`src/hw/rtl/best_fit_buffer_pool_defines.svh`:
```
// Assertion macros for the buffer pool RTL.
// Define ASSERT_OFF to compile every assertion away.
`ifndef BEST_FIT_BUFFER_POOL_DEFINES_SVH
`define BEST_FIT_BUFFER_POOL_DEFINES_SVH

`ifndef ASSERT_OFF

// Check that cons holds in the same cycle as ante
`define BFBP_ASSERT_NOW(lbl, clk, rst_n, ante, cons) \
    lbl: assert property (@(posedge clk) disable iff (!(rst_n)) (ante) |-> (cons)) \
        else $error("bfbp assertion failed");

// Check that cons holds in the cycle after ante
`define BFBP_ASSERT_NEXT(lbl, clk, rst_n, ante, cons) \
    lbl: assert property (@(posedge clk) disable iff (!(rst_n)) (ante) |=> (cons)) \
        else $error("bfbp assertion failed");

`else

`define BFBP_ASSERT_NOW(lbl, clk, rst_n, ante, cons)
`define BFBP_ASSERT_NEXT(lbl, clk, rst_n, ante, cons)

`endif

`endif

```
`src/hw/rtl/bfbp_pkg.sv`:
```
`default_nettype none

package bfbp_pkg;

    // Pool geometry
    localparam int MAX_ENTRIES_DEF = 128;

    // Field widths
    localparam int CMD_W    = 2;
    localparam int SIZE_W   = 32;
    localparam int HANDLE_W = 7;
    localparam int LOG_W    = 5;
    localparam int STATUS_W = 3;

    // Reset value of the minimum block size register
    localparam logic [LOG_W-1:0] MIN_BLOCK_LOG2_RST = 5'd12;

    // Largest request accepted, 2^31 bytes
    localparam logic [SIZE_W-1:0] MAX_REQ_SIZE = 32'h8000_0000;

    // Largest log2 of a block size
    localparam logic [LOG_W-1:0] MAX_LOG2 = 5'd31;

    // Command codes
    localparam logic [CMD_W-1:0] CMD_ACQUIRE = 2'd0;
    localparam logic [CMD_W-1:0] CMD_RELEASE = 2'd1;
    localparam logic [CMD_W-1:0] CMD_CLEAR   = 2'd2;

    // Result status codes
    localparam logic [STATUS_W-1:0] ST_REUSED    = 3'd0;
    localparam logic [STATUS_W-1:0] ST_NEW       = 3'd1;
    localparam logic [STATUS_W-1:0] ST_POOL_FULL = 3'd2;
    localparam logic [STATUS_W-1:0] ST_TOO_LARGE = 3'd3;
    localparam logic [STATUS_W-1:0] ST_RELEASED  = 3'd4;
    localparam logic [STATUS_W-1:0] ST_UNKNOWN   = 3'd5;
    localparam logic [STATUS_W-1:0] ST_CLEARED   = 3'd6;

    // One stored pool entry
    typedef struct packed {
        logic             busy;
        logic [LOG_W-1:0] size_log2;
    } t_entry;

    // Single-port access to the entry memory
    typedef struct packed {
        logic   en;
        logic   we;
        t_entry wdata;
    } t_ram_ctl;

endpackage

`default_nettype wire

```
`src/hw/rtl/bfbp_entry_ram.sv`:
```
`default_nettype none

// Single-port entry memory, registered read
module bfbp_entry_ram #(
    parameter int DEPTH  = bfbp_pkg::MAX_ENTRIES_DEF,
    parameter int ADDR_W = $clog2(DEPTH)
) (
    input  wire logic                 i_clk,
    input  wire bfbp_pkg::t_ram_ctl   i_ctl,
    input  wire logic [ADDR_W-1:0]    i_addr,
    output bfbp_pkg::t_entry          o_rdata
);

    bfbp_pkg::t_entry r_mem [DEPTH];
    bfbp_pkg::t_entry r_rdata;

    // Write or read one entry per cycle
    always_ff @(posedge i_clk) begin
        if (i_ctl.en) begin
            if (i_ctl.we) begin
                r_mem[i_addr] <= i_ctl.wdata;
            end else begin
                r_rdata <= r_mem[i_addr];
            end
        end
    end

    assign o_rdata = r_rdata;

endmodule

`default_nettype wire

```
`src/hw/rtl/best_fit_buffer_pool.sv`:
```
// Sequence: release reads its entry and then frees it; clear and rejected commands go straight to
//   the output; acquire finds need (ceil log2 of the request, one bit per cycle), scans, decides.
// Throughput: one command at a time; the scan of an acquire reads the single-port
//   entry memory one entry per cycle.
// Reset: synchronous, active low; empties the pool and sets min_block_log2 to 12.
//   No clearing pass: the entry count bounds every read of the memory.
`default_nettype none

`include "best_fit_buffer_pool_defines.svh"

module best_fit_buffer_pool #(
    parameter int MAX_ENTRIES = bfbp_pkg::MAX_ENTRIES_DEF
) (
    input  wire logic                            i_clk,
    input  wire logic                            i_rst_n,
    // Configuration write channel
    input  wire logic                            i_cfg_valid,
    output logic                                 o_cfg_ready,
    input  wire logic [bfbp_pkg::LOG_W-1:0]      i_cfg_data,
    // Command channel
    input  wire logic                            i_valid,
    output logic                                 o_ready,
    input  wire logic [bfbp_pkg::CMD_W-1:0]      i_cmd,
    input  wire logic [bfbp_pkg::SIZE_W-1:0]     i_req_size,
    input  wire logic [bfbp_pkg::HANDLE_W-1:0]   i_handle_in,
    // Result channel
    output logic                                 o_valid,
    input  wire logic                            i_ready,
    output logic [bfbp_pkg::HANDLE_W-1:0]        o_handle,
    output logic [bfbp_pkg::LOG_W-1:0]           o_block_size_log2,
    output logic [bfbp_pkg::STATUS_W-1:0]        o_status
);

    localparam int IDX_W = $clog2(MAX_ENTRIES);
    localparam int CNT_W = $clog2(MAX_ENTRIES + 1);
    localparam int XW    = (CNT_W > bfbp_pkg::HANDLE_W) ? CNT_W : bfbp_pkg::HANDLE_W;
    localparam logic [CNT_W-1:0] CNT_MAX = CNT_W'(MAX_ENTRIES);

    typedef enum logic [5:0] {
        S_IDLE   = 6'b000001,
        S_LOG    = 6'b000010,
        S_SCAN   = 6'b000100,
        S_DECIDE = 6'b001000,
        S_REL    = 6'b010000,
        S_OUT    = 6'b100000
    } t_state;

    t_state                             r_state, n_state;
    logic [bfbp_pkg::LOG_W-1:0]         r_min_log2;
    logic [CNT_W-1:0]                   r_count;
    logic [bfbp_pkg::SIZE_W-1:0]        r_req;
    logic [bfbp_pkg::LOG_W-1:0]         r_lg;
    logic [CNT_W-1:0]                   r_addr;
    logic                               r_pend;
    logic [IDX_W-1:0]                   r_eidx;
    logic                               r_found;
    logic [IDX_W-1:0]                   r_best;
    logic [bfbp_pkg::LOG_W-1:0]         r_best_lg;
    logic [bfbp_pkg::HANDLE_W-1:0]      r_res_handle;
    logic [bfbp_pkg::LOG_W-1:0]         r_res_lg;
    logic [bfbp_pkg::STATUS_W-1:0]      r_res_status;
    logic                               r_o_valid;
    logic [bfbp_pkg::HANDLE_W-1:0]      r_o_handle;
    logic [bfbp_pkg::LOG_W-1:0]         r_o_lg;
    logic [bfbp_pkg::STATUS_W-1:0]      r_o_status;

    logic                               in_acc;
    logic [XW-1:0]                      hin_x;
    logic [XW-1:0]                      cnt_x;
    logic [XW-1:0]                      best_x;
    logic [XW-1:0]                      new_x;
    logic                               hin_known;
    logic                               log_more;
    logic                               issue;
    logic                               fits;
    logic [bfbp_pkg::LOG_W-1:0]         need_new;
    logic                               out_free;
    bfbp_pkg::t_ram_ctl                 ram_ctl;
    logic [IDX_W-1:0]                   ram_addr;
    bfbp_pkg::t_entry                   ram_rdata;

    // Handshake and helper terms
    assign in_acc    = i_valid && o_ready;
    assign hin_x     = XW'(i_handle_in);
    assign cnt_x     = XW'(r_count);
    assign best_x    = XW'(r_best);
    assign new_x     = XW'(r_count);
    assign hin_known = hin_x < cnt_x;
    assign log_more  = (r_lg < bfbp_pkg::MAX_LOG2) &&
                       ((33'd1 << r_lg) < {1'b0, r_req});
    assign issue     = r_addr < r_count;
    assign fits      = !ram_rdata.busy && (ram_rdata.size_log2 >= r_lg) &&
                       (!r_found || (ram_rdata.size_log2 < r_best_lg));
    assign need_new  = (r_lg < r_min_log2) ? r_min_log2 : r_lg;
    assign out_free  = !r_o_valid || i_ready;

    // Entry memory
    bfbp_entry_ram #(
        .DEPTH  (MAX_ENTRIES),
        .ADDR_W (IDX_W)
    ) u_ram (
        .i_clk   (i_clk),
        .i_ctl   (ram_ctl),
        .i_addr  (ram_addr),
        .o_rdata (ram_rdata)
    );

    // Drive the memory port; the sequencer never overlaps accesses
    always_comb begin
        ram_ctl  = '0;
        ram_addr = '0;
        unique case (r_state)
            S_IDLE: begin
                if (in_acc && (i_cmd == bfbp_pkg::CMD_RELEASE) && hin_known) begin
                    ram_ctl.en = 1'b1;
                    ram_addr   = hin_x[IDX_W-1:0];
                end
            end
            S_SCAN: begin
                ram_ctl.en = issue;
                ram_addr   = r_addr[IDX_W-1:0];
            end
            S_DECIDE: begin
                if (r_found) begin
                    ram_ctl.en              = 1'b1;
                    ram_ctl.we              = 1'b1;
                    ram_ctl.wdata.busy      = 1'b1;
                    ram_ctl.wdata.size_log2 = r_best_lg;
                    ram_addr                = r_best;
                end else if (r_count != CNT_MAX) begin
                    ram_ctl.en              = 1'b1;
                    ram_ctl.we              = 1'b1;
                    ram_ctl.wdata.busy      = 1'b1;
                    ram_ctl.wdata.size_log2 = need_new;
                    ram_addr                = r_count[IDX_W-1:0];
                end
            end
            S_REL: begin
                ram_ctl.en              = 1'b1;
                ram_ctl.we              = 1'b1;
                ram_ctl.wdata.busy      = 1'b0;
                ram_ctl.wdata.size_log2 = ram_rdata.size_log2;
                ram_addr                = r_eidx;
            end
            S_LOG, S_OUT: begin
            end
            default: begin
            end
        endcase
    end

    // Sequence the commands
    always_comb begin
        n_state = r_state;
        unique case (r_state)
            S_IDLE: begin
                if (in_acc) begin
                    case (i_cmd)
                        bfbp_pkg::CMD_ACQUIRE: begin
                            n_state = (i_req_size > bfbp_pkg::MAX_REQ_SIZE) ? S_OUT : S_LOG;
                        end
                        bfbp_pkg::CMD_RELEASE: n_state = hin_known ? S_REL : S_OUT;
                        bfbp_pkg::CMD_CLEAR:   n_state = S_OUT;
                        default:               n_state = S_IDLE;
                    endcase
                end
            end
            S_LOG:    n_state = log_more ? S_LOG : S_SCAN;
            S_SCAN:   n_state = (!issue && !r_pend) ? S_DECIDE : S_SCAN;
            S_DECIDE: n_state = S_OUT;
            S_REL:    n_state = S_OUT;
            S_OUT:    n_state = out_free ? S_IDLE : S_OUT;
            default:  n_state = S_IDLE;
        endcase
    end

    // Control registers
    always_ff @(posedge i_clk) begin
        if (!i_rst_n) begin
            r_state    <= S_IDLE;
            r_min_log2 <= bfbp_pkg::MIN_BLOCK_LOG2_RST;
            r_count    <= '0;
            r_pend     <= 1'b0;
            r_found    <= 1'b0;
            r_o_valid  <= 1'b0;
        end else begin
            r_state <= n_state;
            if (i_cfg_valid) begin
                r_min_log2 <= i_cfg_data;
            end
            // Track the entry count
            if (r_state == S_IDLE && in_acc && i_cmd == bfbp_pkg::CMD_CLEAR) begin
                r_count <= '0;
            end else if (r_state == S_DECIDE && !r_found && r_count != CNT_MAX) begin
                r_count <= r_count + 1'b1;
            end
            // Scan pipeline
            if (r_state == S_LOG) begin
                r_pend  <= 1'b0;
                r_found <= 1'b0;
            end else if (r_state == S_SCAN) begin
                r_pend <= issue;
                if (r_pend && fits) begin
                    r_found <= 1'b1;
                end
            end
            // Hand the result to the output register
            if (r_state == S_OUT && out_free) begin
                r_o_valid <= 1'b1;
            end else if (i_ready) begin
                r_o_valid <= 1'b0;
            end
        end
    end

    // Payload registers
    always_ff @(posedge i_clk) begin
        unique case (r_state)
            S_IDLE: begin
                r_req    <= i_req_size;
                r_lg     <= '0;
                r_eidx   <= hin_x[IDX_W-1:0];
                r_res_lg <= '0;
                if (i_cmd == bfbp_pkg::CMD_RELEASE) begin
                    r_res_handle <= i_handle_in;
                    r_res_status <= bfbp_pkg::ST_UNKNOWN;
                end else if (i_cmd == bfbp_pkg::CMD_CLEAR) begin
                    r_res_handle <= '0;
                    r_res_status <= bfbp_pkg::ST_CLEARED;
                end else begin
                    r_res_handle <= '0;
                    r_res_status <= bfbp_pkg::ST_TOO_LARGE;
                end
            end
            S_LOG: begin
                r_addr <= '0;
                if (log_more) begin
                    r_lg <= r_lg + 1'b1;
                end
            end
            S_SCAN: begin
                if (issue) begin
                    r_addr <= r_addr + 1'b1;
                    r_eidx <= r_addr[IDX_W-1:0];
                end
                if (r_pend && fits) begin
                    r_best    <= r_eidx;
                    r_best_lg <= ram_rdata.size_log2;
                end
            end
            S_DECIDE: begin
                if (r_found) begin
                    r_res_handle <= best_x[bfbp_pkg::HANDLE_W-1:0];
                    r_res_lg     <= r_best_lg;
                    r_res_status <= bfbp_pkg::ST_REUSED;
                end else if (r_count != CNT_MAX) begin
                    r_res_handle <= new_x[bfbp_pkg::HANDLE_W-1:0];
                    r_res_lg     <= need_new;
                    r_res_status <= bfbp_pkg::ST_NEW;
                end else begin
                    r_res_handle <= '0;
                    r_res_lg     <= '0;
                    r_res_status <= bfbp_pkg::ST_POOL_FULL;
                end
            end
            S_REL: begin
                r_res_lg     <= ram_rdata.size_log2;
                r_res_status <= bfbp_pkg::ST_RELEASED;
            end
            S_OUT: begin
                if (out_free) begin
                    r_o_handle <= r_res_handle;
                    r_o_lg     <= r_res_lg;
                    r_o_status <= r_res_status;
                end
            end
            default: begin
            end
        endcase
    end

    assign o_cfg_ready       = 1'b1;
    assign o_ready           = (r_state == S_IDLE);
    assign o_valid           = r_o_valid;
    assign o_handle          = r_o_handle;
    assign o_block_size_log2 = r_o_lg;
    assign o_status          = r_o_status;

    // Assertions
    `BFBP_ASSERT_NOW(a_count_bound, i_clk, i_rst_n, 1'b1, r_count <= CNT_MAX)
    `BFBP_ASSERT_NOW(a_best_in_pool, i_clk, i_rst_n, (r_state == S_DECIDE) && r_found, CNT_W'(r_best) < r_count)
    `BFBP_ASSERT_NOW(a_rise_from_out, i_clk, i_rst_n, $rose(o_valid), $past(r_state) == S_OUT)
    `BFBP_ASSERT_NEXT(a_release_reads, i_clk, i_rst_n, in_acc && (i_cmd == bfbp_pkg::CMD_RELEASE) && hin_known, r_state == S_REL)

endmodule

`default_nettype wire

```
`config.mk`:
```
export PLATFORM = sky130hd
export DESIGN_NAME = best_fit_buffer_pool
export DESIGN_NICKNAME = d
export VERILOG_FILES = /design/src/hw/rtl/bfbp_pkg.sv /design/src/hw/rtl/bfbp_entry_ram.sv /design/src/hw/rtl/best_fit_buffer_pool.sv
export VERILOG_INCLUDE_DIRS = /design/src /design/src/hw/rtl
export SDC_FILE = /design/constraint.sdc
export NUM_CORES = 1
export LEC_CHECK = 0
export ABC_AREA = 1
export BUFFER_PORTS_ARGS = -buffer_cell sky130_fd_sc_hd__buf_2
export CAP_MARGIN = 20
export CORE_UTILIZATION = 55
export CTS_BUF_LIST = sky130_fd_sc_hd__clkbuf_16
export CTS_CLUSTER_DIAMETER = 30
export CTS_CLUSTER_SIZE = 24
export DETAILED_ROUTE_END_ITERATION = 6
export PLACE_DENSITY = 0.75
export SLEW_MARGIN = 0
export SYNTH_ARGS = -nofsm -noshare
export SYNTH_HDL_FRONTEND = slang
export SYNTH_SLANG_ARGS = --single-unit
```
`constraint.sdc`:
```
create_clock -name i_clk -period 6.14 [get_ports i_clk]
set_input_delay 1.228 -clock i_clk [delete_from_list [all_inputs] [get_ports i_clk]]
set_output_delay 1.228 -clock i_clk [all_outputs]
set_load 0.005 [all_outputs]
```
== Yosys cells after proc, flatten, opt, wreduce, memory -nomap -nowiden ==
Memories as Yosys holds them, arrays and structs flattened. A register that Yosys moved wholly into a read port is not among the register bits.
Cells that the tools add are included.

* Register bits: 116
* Latch bits: 0
* Memory bits (writable): 768
* Bits in read-only memories: 0
* Input port bits: 51
* Output and inout bits: 18
* Word-level logic and storage cells: 120
* Memories kept: 1

* Add/sub/neg operators: 3
* Multipliers: 0
* Div/mod/pow operators: 0
* Order comparisons: 8
* Equality and inequality tests: 12
* Shift operators: 1
* Mux-type cells: 39
* Bitwise gates (word level): 2
* Reduce and logical (&&, ||, !) cells: 36

{| class="wikitable"
|+ Memories
! name !! words !! bits a word !! rd ports !! clocked after Yosys merged registers in !! wr ports !! line !! RTL
|-
| u_ram.r_mem || 128 || 6 || 1 || 1 || 1 || bfbp_entry_ram.sv:14 || <nowiki>bfbp_pkg::t_entry r_mem [DEPTH];</nowiki>
|}

{| class="wikitable"
|+ Operators by type and width
! operator !! count
|-
| $pmux W7 S2 || 3
|-
| $mux W7 || 5
|-
| $lt A33 B32 Y1 || 1
|-
| $shl A1 B5 Y33 const A || 1
|-
| $gt A32 B32 Y1 const B || 1
|-
| $pmux W6 S5 || 1
|-
| $pmux W7 S4 || 1
|-
| $mux W6 || 4
|-
| $mux W8 || 3
|-
| $mux W5 || 4
|-
| $pmux W6 S3 || 1
|-
| $add A8 B1 Y8 const B || 2
|-
| $pmux W8 S2 || 1
|-
| $pmux W5 S3 || 1
|-
| $logic_and A1 B1 Y1 || 13
|-
| $reduce_and A2 Y1 || 6
|-
| $lt A5 B5 Y1 || 2
|-
| $pmux W5 S2 || 1
|-
| $reduce_bool A2 Y1 || 5
|-
| $mux W3 || 3
|-
| $pmux W3 S3 || 1
|-
| $lt A7 B8 Y1 || 1
|-
| $lt A8 B8 Y1 || 1
|-
| $ne A8 B8 Y1 const B || 1
|-
| 23 further kinds || 38
|}

== Longest topological paths before layout ==
Gate-level depths: netlist (run 1).

* Word-level depth: 8
* Mapped depth: 24
* Mapped depth without buffers: 22

== By module ==
Synthesis (run 1) repeated with hierarchy kept, for this count alone.

* Cells, all modules: 4071
* Area, all modules: 39903.3 um2

{| class="wikitable"
|+ By module, submodules not included
! module !! times used !! cells an instance !! area each (um2) !! sequential area each (um2)
|-
| bfbp_entry_ram || 1 || 3334 || 33173.1 || 23242.3
|-
| best_fit_buffer_pool || 1 || 737 || 6730.2 || 3263.1
|}

== Worst setup path after synthesis (run 1) ==
No wires, ideal clock.

* Path kind: register to register
* From: register r_lg[1] (netlist bit)
* To: register r_res_lg[3] (netlist bit), data pin
* Library setup time: 535 ps
* Data arrival time: 3283 ps
* Data required time: 5605 ps
* Slack: 2323 ps
* Stages on the path, launching flop included: 9
* Buffers on the path: 0
* Clock period less this slack: 3817 ps
* Path through: edfxtp_1 ha_1 a21boi_0 o21a_1 o21a_1 o21ai_0 nand2_1 a21oi_1 a221o_1

* Cells in the longest elaborated chain, start to end: 5

{| class="wikitable"
|+ Ends and longest elaborated chain
! element !! line !! RTL
|-
| start: declaration || best_fit_buffer_pool.sv:52 || <nowiki>logic [bfbp_pkg::LOG_W-1:0] r_lg;</nowiki>
|-
| start signal: assignment || best_fit_buffer_pool.sv:238 || <nowiki>r_lg <= r_lg + 1'b1;</nowiki>
|-
| $lt A5 B5 Y1 || best_fit_buffer_pool.sv:94 || <nowiki>assign need_new = (r_lg < r_min_log2) ? r_min_log2 : r_lg;</nowiki>
|-
| $mux W5 || best_fit_buffer_pool.sv:94 ||
|-
| $mux W5 || best_fit_buffer_pool.sv:256 || <nowiki>end else if (r_count != CNT_MAX) begin</nowiki>
|-
| $mux W5 || best_fit_buffer_pool.sv:252 || <nowiki>if (r_found) begin</nowiki>
|-
| $pmux W5 S3 || best_fit_buffer_pool.sv:218 || <nowiki>unique case (r_state)</nowiki>
|-
| end signal: assignment || best_fit_buffer_pool.sv:254 || <nowiki>r_res_lg <= r_best_lg;</nowiki>
|-
| end signal: assignment || best_fit_buffer_pool.sv:258 || <nowiki>r_res_lg <= need_new;</nowiki>
|-
| end signal: assignment || best_fit_buffer_pool.sv:267 || <nowiki>r_res_lg <= ram_rdata.size_log2;</nowiki>
|-
| end: declaration || best_fit_buffer_pool.sv:60 || <nowiki>logic [bfbp_pkg::LOG_W-1:0] r_res_lg;</nowiki>
|}

No other way between the ends.
A chain may end at the register's enable or synchronous reset.

== Final worst setup path (run 1) ==
* From: register r_count[5] (netlist: cnt_x[5])
* To: memory u_ram.r_mem[15][0] (netlist bit), enable pin

* Cells in the longest elaborated chain, start to end: 7
* Elaborated cells on any way between the ends: 16
* Classes of those cells: order compare (2); eq/ne (1); mux (12); reduce/logical (1)

{| class="wikitable"
|+ Ends and longest elaborated chain
! element !! line !! RTL
|-
| start: declaration || best_fit_buffer_pool.sv:50 || <nowiki>logic [CNT_W-1:0] r_count;</nowiki>
|-
| start signal: assignment || best_fit_buffer_pool.sv:195 || <nowiki>r_count <= r_count + 1'b1;</nowiki>
|-
| branches (longest 7 deep; another with $lt A7 B8 Y1) || -- ||
|-
| end: declaration || bfbp_entry_ram.sv:14 ||
|}

Parallel ways; which one is timed is not known.

==> metrics.csv, run 1 <==
stage,metric,value,unit
placement,gpl congestion,0.914,
drt,post-route ant nets,0,
drt,via count,29300,
timing,maximum clock rate,229,MHz
synth,Syn Area/Cell,9.99,um^2
grt,GR Util All Layers,28.0,%
power_and_ir_drop,Leak Pwr,21.0,nW
placement,DP HPWL,58900,um
timing,Layout Skew,0.0300,ns
grt,initial antenna violation count,2,
synth,ys flop type,edfxtp_1,
timing,total negative slack,0,ns
hold_path,Hold Crit Class,flip-flop to flip-flop,
critical_path,critical path type,flip-flop to flip-flop,
layout,ant diodes,0,
critical_path,Crit. End Element,flip-flop,
drt,1st-iter DRT viols,3457,
layout,Area Growth Syn to Fin,16.4,%
synth,Post-synth EDFFs,868,
placement,Placed Cells,4881,
clock_network,H-tree depth,4,
grt,first-pass GRT wire length,160000,um
drt,DRC Markers,0,
layout,Final Cell Area,46600,um^2
floorplanning,core area,71900,um^2
clock_network,CTS resizes,0,
floorplanning,DIE AREA,74000,um^2
floorplanning,Die Width,272,um
synth,register area share after synthesis,66.1,%
clock_network,deepest clock path buffer count,3,
timing,Worst-Margin Slew,1.09,ns
synth,Yosys cell types,48,
placement,pre-CTS WS,1.11,ns
timing,Final Hold Violating Endpoints,0,
layout,Seq. cell area,26500,um^2
synth,Syn Nets,4135,
grt,global route overflow,0,
timing,endpoints failing setup,0,
layout,"most common cell after layout, fill and taps aside",nand2_1,
layout,area of the multi-input gates,12200,um^2
critical_path,arrival time worst endpoint,4.72,ns
floorplanning,IO Pins,69,
layout,share of layout cells above drive strength 1,10.1,%
power_and_ir_drop,Max VDD drop,281,uV
clock_network,Root Driver,clkbuf_16,
synth,"Cell Area, Synth",40100,um^2
synth,YS warnings,0,
timing,Max Transition Viols Final,0,
placement,DP Area,41100,um^2
timing,relative slew slack,27.0,%
timing,Period minus WS final,4.36,ns
hold_path,Hold Crit Start,r_res_status[0]$_DFFE_PP_,
floorplanning,initial cell density of the core,55.8,%
floorplanning,row count,98,
drt,total length of routed wires,103000,um
layout,Layout Cells excl Fill,5176,
drt,Avg WL per Cell,19.9,um
layout,Nets,4214,
power_and_ir_drop,P per Cell Area,342,nW/um^2
drt,first-pass iteration count of the detailed router,6,
critical_path,CP startpoint,cnt_x[5]$_SDFFE_PP0P_,
layout,# fillers,5285,
critical_path,R2R Path Start,cnt_x[5]$_SDFFE_PP0P_,
clock_network,Num Clock Sinks,890,
synth,async set or reset register ratio after synthesis,0,%
grt,number of global-route vias before repair,28500,
clock_network,# Post-CTS Setup Buffers,0,
critical_path,startpoint types,flip-flop,
synth,synthesized instance count,4013,
run_status,status,"finished, final reports clean",
clock_network,CTS tree,yes,
layout,most frequent cells in the layout,"1,967 x nand2_1, 868 x edfxtp_1, 308 x nand3_1, 261 x nor2_1, 163 x clkbuf_16",
clock_network,clock slew at reported path FFs,0.05,ns
synth,"FF+latch count, synth",890,
critical_path,CP max FO,25,
drt,Avg Vias per Cell,5.67,
placement,port buffer count,67,
clock_network,"Clk Latency, worst-skew pair",0.73,ns
floorplanning,Vert. Die Dim,272,um
timing,Final Worst Setup Slack,1.78,ns
clock_network,# hold bufs at CTS,0,
critical_path,required time of the critical path,6.50,ns
grt,largest net degree at the start of global routing,181,
timing,RSZ-0062 raised after global routing,no,
run,Max-Cap Viols,0,
clock_network,CTS buffer count,157,
power_and_ir_drop,post-layout total power,16.0,mW
timing,Tcrit/Tclk final,71.1,%
-- kinds of logic (layout without fill, tap and decap cells) --
group | Yosys count | count (layout) | share of synthesized area [%]
compound gates | 123 | 123 | 1.84
fa+ha+maj | 71 | 71 | 2.22
simple gates | 2616 | 2616 | 26.0
buf+inv | 309 | 522 | 3.74
other cells | 1 | 1 | 0.00936
xor+xnor | 3 | 3 | 0.0656
flops | 890 | 890 | 66.1
-- stage by stage --
| step | hold WS, ns | util [%] |
|---|---|---|
| after floorplan | 0.400 | - |
| final | 0.418 | 64.9 |
| after global placement | 0.403 | 57.1 |
| after CTS | 0.420 | 64.9 |
| after global routing | 0.424 | 64.9 |
| after detailed placement | 0.408 | 57.1 |
-- area by class of cell --
cell class	instances	share of cell area [%]
tap	950	2.55
clock buffer	163	8.75
inverter	109	0.896
clock inverter	130	3.13
timing repair buffer	120	1.76
multi-input combinational	2814	26.1
sequential	890	56.8
-- power breakdown --
group | total [mW] | leakage (nW) | switching, mW | internal, mW
clock | 8.91 | 2.69 | 3.10 | 5.81
combinational | 0.334 | 8.32 | 0.242 | 0.0923
sequential | 6.72 | 10.0 | 0.0399 | 6.68
-- worst max-delay path: stages, from the launching register on --
cell,delay (ns)
dfxtp_1,0.45
inv_1,0.18
ha_1,0.35
a21oi_1,0.16
o21a_1,0.23
nand2_1,0.13
nor3_2,0.37
nand2_1,0.14
nand2_1,0.25
nand2_1,0.24
inv_2,0.50
nand2_1,0.38
nor2_1,0.60
-- registers in the layout (all words and copies together), names as in the netlist, 6 cells and up --
register	count
u_ram.r_mem	768
cnt_x	8
u_ram.o_rdata	6
r_state	6
r_res_handle	7
r_eidx	7
o_handle	7
r_best	7
r_req	32
r_addr	8
-- synthesized netlist by cell type (2+ instances only) --
cell | count | area, um^2
nand2_1 | 1972 | 7400
edfxtp_1 | 868 | 26100
nand3_1 | 308 | 1540
nor2_1 | 262 | 983
inv_1 | 99 | 372
clkbuf_1 | 92 | 345
ha_1 | 71 | 888
buf_2 | 49 | 245
a21oi_1 | 48 | 240
buf_6 | 33 | 372
o21ai_0 | 30 | 150
nor3_1 | 24 | 120
dfxtp_1 | 22 | 440
buf_1 | 20 | 75.1
nand4_1 | 15 | 93.8
inv_2 | 8 | 30.0
nor4_1 | 8 | 50.1
o211ai_1 | 8 | 60.1
o21a_1 | 8 | 60.1
nor2_2 | 7 | 43.8
a31o_2 | 6 | 52.6
a211oi_1 | 5 | 37.5
buf_4 | 5 | 37.5
a22oi_1 | 4 | 30.0
nor2_4 | 4 | 45.0
nor3b_1 | 4 | 30.0
a221oi_1 | 3 | 26.3
o21ai_1 | 3 | 15.0
or2_2 | 3 | 18.8
clkinv_1 | 2 | 7.51
nand2_2 | 2 | 12.5
nand3_2 | 2 | 20.0
o21bai_1 | 2 | 15.0
xor2_1 | 2 | 17.5
-- final timing paths --
check	to	slack [ns]	cells after the start
min reg2reg	o_status[0]$_DFFE_PP_	0.42	0
max reg2reg	u_ram.r_mem[15][0]$_DFFE_PP_	1.78	12
max	u_ram.r_mem[15][0]$_DFFE_PP_	1.78	12
min	o_status[0]$_DFFE_PP_	0.42	0
-- metal layers --
| metal | vias to the layer above | track usage, % | wire length, um |
|---|---|---|---|
| li1 | 13600 | - | - |
| met1 | 13800 | 36.3 | 39600 |
| met2 | 1638 | 45.3 | 49200 |
| met3 | 266 | 6.40 | 10400 |
| met4 | 2 | 12.6 | 3670 |
| met5 | - | 0 | 13 |
Note: power is estimated with default switching activity, not from simulation.
==> run 2: changes to the inputs <==
- clock period: 6.14 -> 4.15 ns (I/O delays scaled with it)
==> run 2 against run 1 <==
Net effect: fmax increased by 12%; via count increased by 0.73%; critical path type unchanged; highest routed layer is now met4; global-route usage about the same.
==> metrics.csv, run 2 (synthesized netlist as in run 1, its figures left out) <==
stage,metric,value,unit,change
run_status,status,"finished, final reports clean",,unchanged
drt,Avg WL per Cell,19.3,um,was 19.9 um
layout,share of layout cells above drive strength 1,12.5,%,was 10.1%
placement,gpl congestion,0.970,,was 0.914
placement,Placed Cells,5035,,"was 4,881"
critical_path,Most common cell on crit path,nand2_1,,unchanged
timing,Final Hold Violating Endpoints,0,,unchanged
placement,DP HPWL,60300,um,"was 58,900 um"
clock_network,CTS tree,yes,,unchanged
critical_path,startpoint types,flip-flop,,unchanged
critical_path,CP max FO,49,,was 25
layout,Layout Cells excl Fill,5309,,"was 5,176"
clock_network,CTS resizes,0,,unchanged
placement,port buffer count,67,,unchanged
grt,GR Layer Usage met1,36.5,%,was 36.3%
grt,initial antenna violation count,0,,was 2
power_and_ir_drop,P_int,17.7,mW,was 12.6 mW
floorplanning,core area,71900,um^2,unchanged
placement,pre-CTS WS,0.123,ns,was 1.11 ns
grt,GR Layer Usage met3,5.76,%,was 6.40%
critical_path,Crit. End Element,flip-flop,,unchanged
layout,ant diodes,0,,unchanged
critical_path,Crit path max-delay family,simple AND/OR/NAND/NOR gates,,unchanged
power_and_ir_drop,Flop pwr share,44.4,%,was 42.1%
power_and_ir_drop,switching fraction of total power,20.9,%,was 21.2%
grt,GR Util All Layers,28.1,%,was 28.0%
floorplanning,Vert. Die Dim,272,um,unchanged
hold_path,Hold Crit Class,input port to flip-flop,,was flip-flop to flip-flop
timing,maximum clock rate,256,MHz,was 229 MHz
clock_network,Root Driver,clkbuf_16,,unchanged
clock_network,CTS buffer count,151,,was 157
drt,post-route ant nets,0,,unchanged
drt,first-pass iteration count of the detailed router,6,,unchanged
floorplanning,Die Width,272,um,unchanged
layout,# fillers,5254,,"was 5,285"
layout,most frequent cells in the layout,"1,967 x nand2_1, 868 x edfxtp_1, 308 x nand3_1, 261 x nor2_1, 184 x buf_4",,"was 1,967 x nand2_1, 868 x edfxtp_1, 308 x nand3_1, 261 x nor2_1, 163 x clkbuf_16"
critical_path,"setup slack, reg-to-reg",0.24,ns,was 1.78 ns
clock_network,# Post-CTS Setup Buffers,0,,unchanged
drt,total length of routed wires,102000,um,"was 103,000 um"
floorplanning,DIE AREA,74000,um^2,unchanged
hold_path,hold path depth,1,,was 0
drt,Avg Vias per Cell,5.57,,was 5.67
power_and_ir_drop,part of the power in the clock network,53.3,%,was 55.8%
clock_network,H-tree depth,4,,unchanged
critical_path,R2R Path End,u_ram.o_rdata[0]$_DFFE_PP_,,was u_ram.r_mem[15][0]$_DFFE_PP_
hold_path,Hold Crit Start,i_req_size[0],,was r_res_status[0]$_DFFE_PP_
grt,largest net degree at the start of global routing,187,,was 181
floorplanning,IO Pins,69,,unchanged
drt,via count,29600,,"was 29,300"
timing,Tcrit/Tclk final,94.2,%,was 71.1%
grt,number of global-route vias before repair,29200,,"was 28,500"
critical_path,CP startpoint,cnt_x[5]$_SDFFE_PP0P_,,unchanged
critical_path,"slowest stage delay, CP",0.41,ns,was 0.60 ns
critical_path,CP bufs+invs,3,,was 2
drt,DRC Markers,0,,unchanged
floorplanning,row count,98,,unchanged
clock_network,deepest clock path buffer count,3,,unchanged
grt,gr busiest metal,met2,,unchanged
grt,M2 GR Usage,45.9,%,was 45.3%
power_and_ir_drop,P per Cell Area,473,nW/um^2,was 342 nW/um^2
layout,Post-Route Utilization,65.9,%,was 64.9%
timing,Max Transition Viols Final,0,,unchanged
layout,register name with the most flops,u_ram.r_mem,,unchanged
layout,Final Cell Area,47400,um^2,"was 46,600 um^2"
timing,worst hold margin,0.305,ns,was 0.418 ns
layout,"most common cell after layout, fill and taps aside",nand2_1,,unchanged
timing,Worst-Margin Slew,0.881,ns,was 1.09 ns
layout,Area Growth Syn to Fin,18.2,%,was 16.4%
hold_path,Hold EP,r_req[0]$_DFFE_PP_,,was o_status[0]$_DFFE_PP_
power_and_ir_drop,post-layout total power,22.4,mW,was 16.0 mW
drt,1st-iter DRT viols,3608,,"was 3,457"
clock_network,# hold bufs at CTS,0,,unchanged
floorplanning,initial cell density of the core,55.8,%,unchanged
timing,Period minus WS final,3.91,ns,was 4.36 ns
layout,top flop regs,"u_ram.r_mem x768, r_req x32",,unchanged
placement,DP Area,42400,um^2,"was 41,100 um^2"
critical_path,FF-to-FF path depth,18,,was 12
critical_path,critical path type,flip-flop to flip-flop,,unchanged
clock_network,Num Clock Sinks,890,,unchanged
critical_path,R2R Path Start,cnt_x[5]$_SDFFE_PP0P_,,unchanged
power_and_ir_drop,Gate power share,2.3,%,was 2.1%
grt,first-pass GRT wire length,161000,um,"was 160,000 um"
timing,Layout Skew,0.0340,ns,was 0.0300 ns
timing,total negative slack,0,ns,unchanged
timing,RSZ-0062 raised after global routing,no,,unchanged
run,Max-Cap Viols,0,,unchanged
timing,Final Worst Setup Slack,0.242,ns,was 1.78 ns
critical_path,arrival time worst endpoint,4.35,ns,was 4.72 ns
critical_path,required time of the critical path,4.60,ns,was 6.50 ns
critical_path,slowest CP cell,dfxtp_1,,was nor2_1
power_and_ir_drop,switching power total,4.67,mW,was 3.38 mW
clock_network,"Clk Latency, worst-skew pair",0.73,ns,about the same
grt,global route overflow,0,,unchanged
critical_path,critical-path cell list,"inv_1, ha_1, a21oi_1, o21a_1, nand4_1, nand2_8, inv_6, buf_4, nand2_1, nand2_1, nand2_1, nand2_1, nand2_1, nand2_1, nor2_1, nor2_1, nor2_1, nand2_1",,"was inv_1, ha_1, a21oi_1, o21a_1, nand2_1, nor3_2, nand2_1, nand2_1, nand2_1, inv_2, nand2_1, nor2_1"
power_and_ir_drop,Max VDD drop,421,uV,was 281 uV
clock_network,clock slew at reported path FFs,0.05,ns,about the same
timing,endpoints failing setup,0,,unchanged
layout,Nets,4360,,"was 4,214"
timing,relative slew slack,41.2,%,was 27.0%
layout,max reg flops,768,,unchanged
power_and_ir_drop,Leak Pwr,21.7,nW,was 21.0 nW
==> run 2: worst max path at each step <==
| stage | depth (start not counted) | endpoint | slack [ns] |
|---|---|---|---|
| floorplan | 8 | r_res_lg[3]$_DFFE_PP_ | 0.33 |
| global placement | 21 | u_ram.o_rdata[0]$_DFFE_PP_ | 0.17 |
| detailed placement | 18 | u_ram.o_rdata[0]$_DFFE_PP_ | 0.12 |
| CTS | 18 | u_ram.o_rdata[3]$_DFFE_PP_ | 0.44 |
| global route | 18 | u_ram.o_rdata[0]$_DFFE_PP_ | 0.17 |
| finish | 18 | u_ram.o_rdata[0]$_DFFE_PP_ | 0.24 |
==> run 2: cell type report <==
class	instances	area, um^2	area share, %
Timing Repair Buffer	272	2140	4.51
Clock inverter	118	1040	2.20
Multi-Input combinational cell	2814	12200	25.7
Inverter	109	418	0.882
Sequential cell	890	26500	56.0
Tap cell	950	1190	2.51
Clock buffer	156	3900	8.24
==> run 2: routing by layer <==
| metal | part of all wire (%) | wire length, um |
|---|---|---|
| met1 | 39 | 39900 |
| met4 | 3.8 | 3840 |
| met5 | 0 | 0 |
| met2 | 48 | 48900 |
| met3 | 9.6 | 9840 |
==> run 2: power groups by stage <==
stage / Sequential (mW) / Combinational, mW / Clock [mW]
floorplan: 10.1 / 0.341 / 0
global placement: 10.1 / 0.487 / 0
detailed placement: 10.1 / 0.503 / 0
CTS: 9.94 / 0.511 / 12.0
global route: 9.94 / 0.568 / 12.5
finish: 9.94 / 0.513 / 11.9
==> run 2: worst register-to-register path, delay by kind of cell (launching register included) <==
| kind | cells | cell delay, ns |
|---|---|---|
| DFF | 1 | 0.41 |
| adders and majority gates | 1 | 0.32 |
| AOI/OAI and AO/OA | 2 | 0.46 |
| buffers and inverters | 3 | 0.64 |
| and+or+nand+nor | 12 | 1.81 |
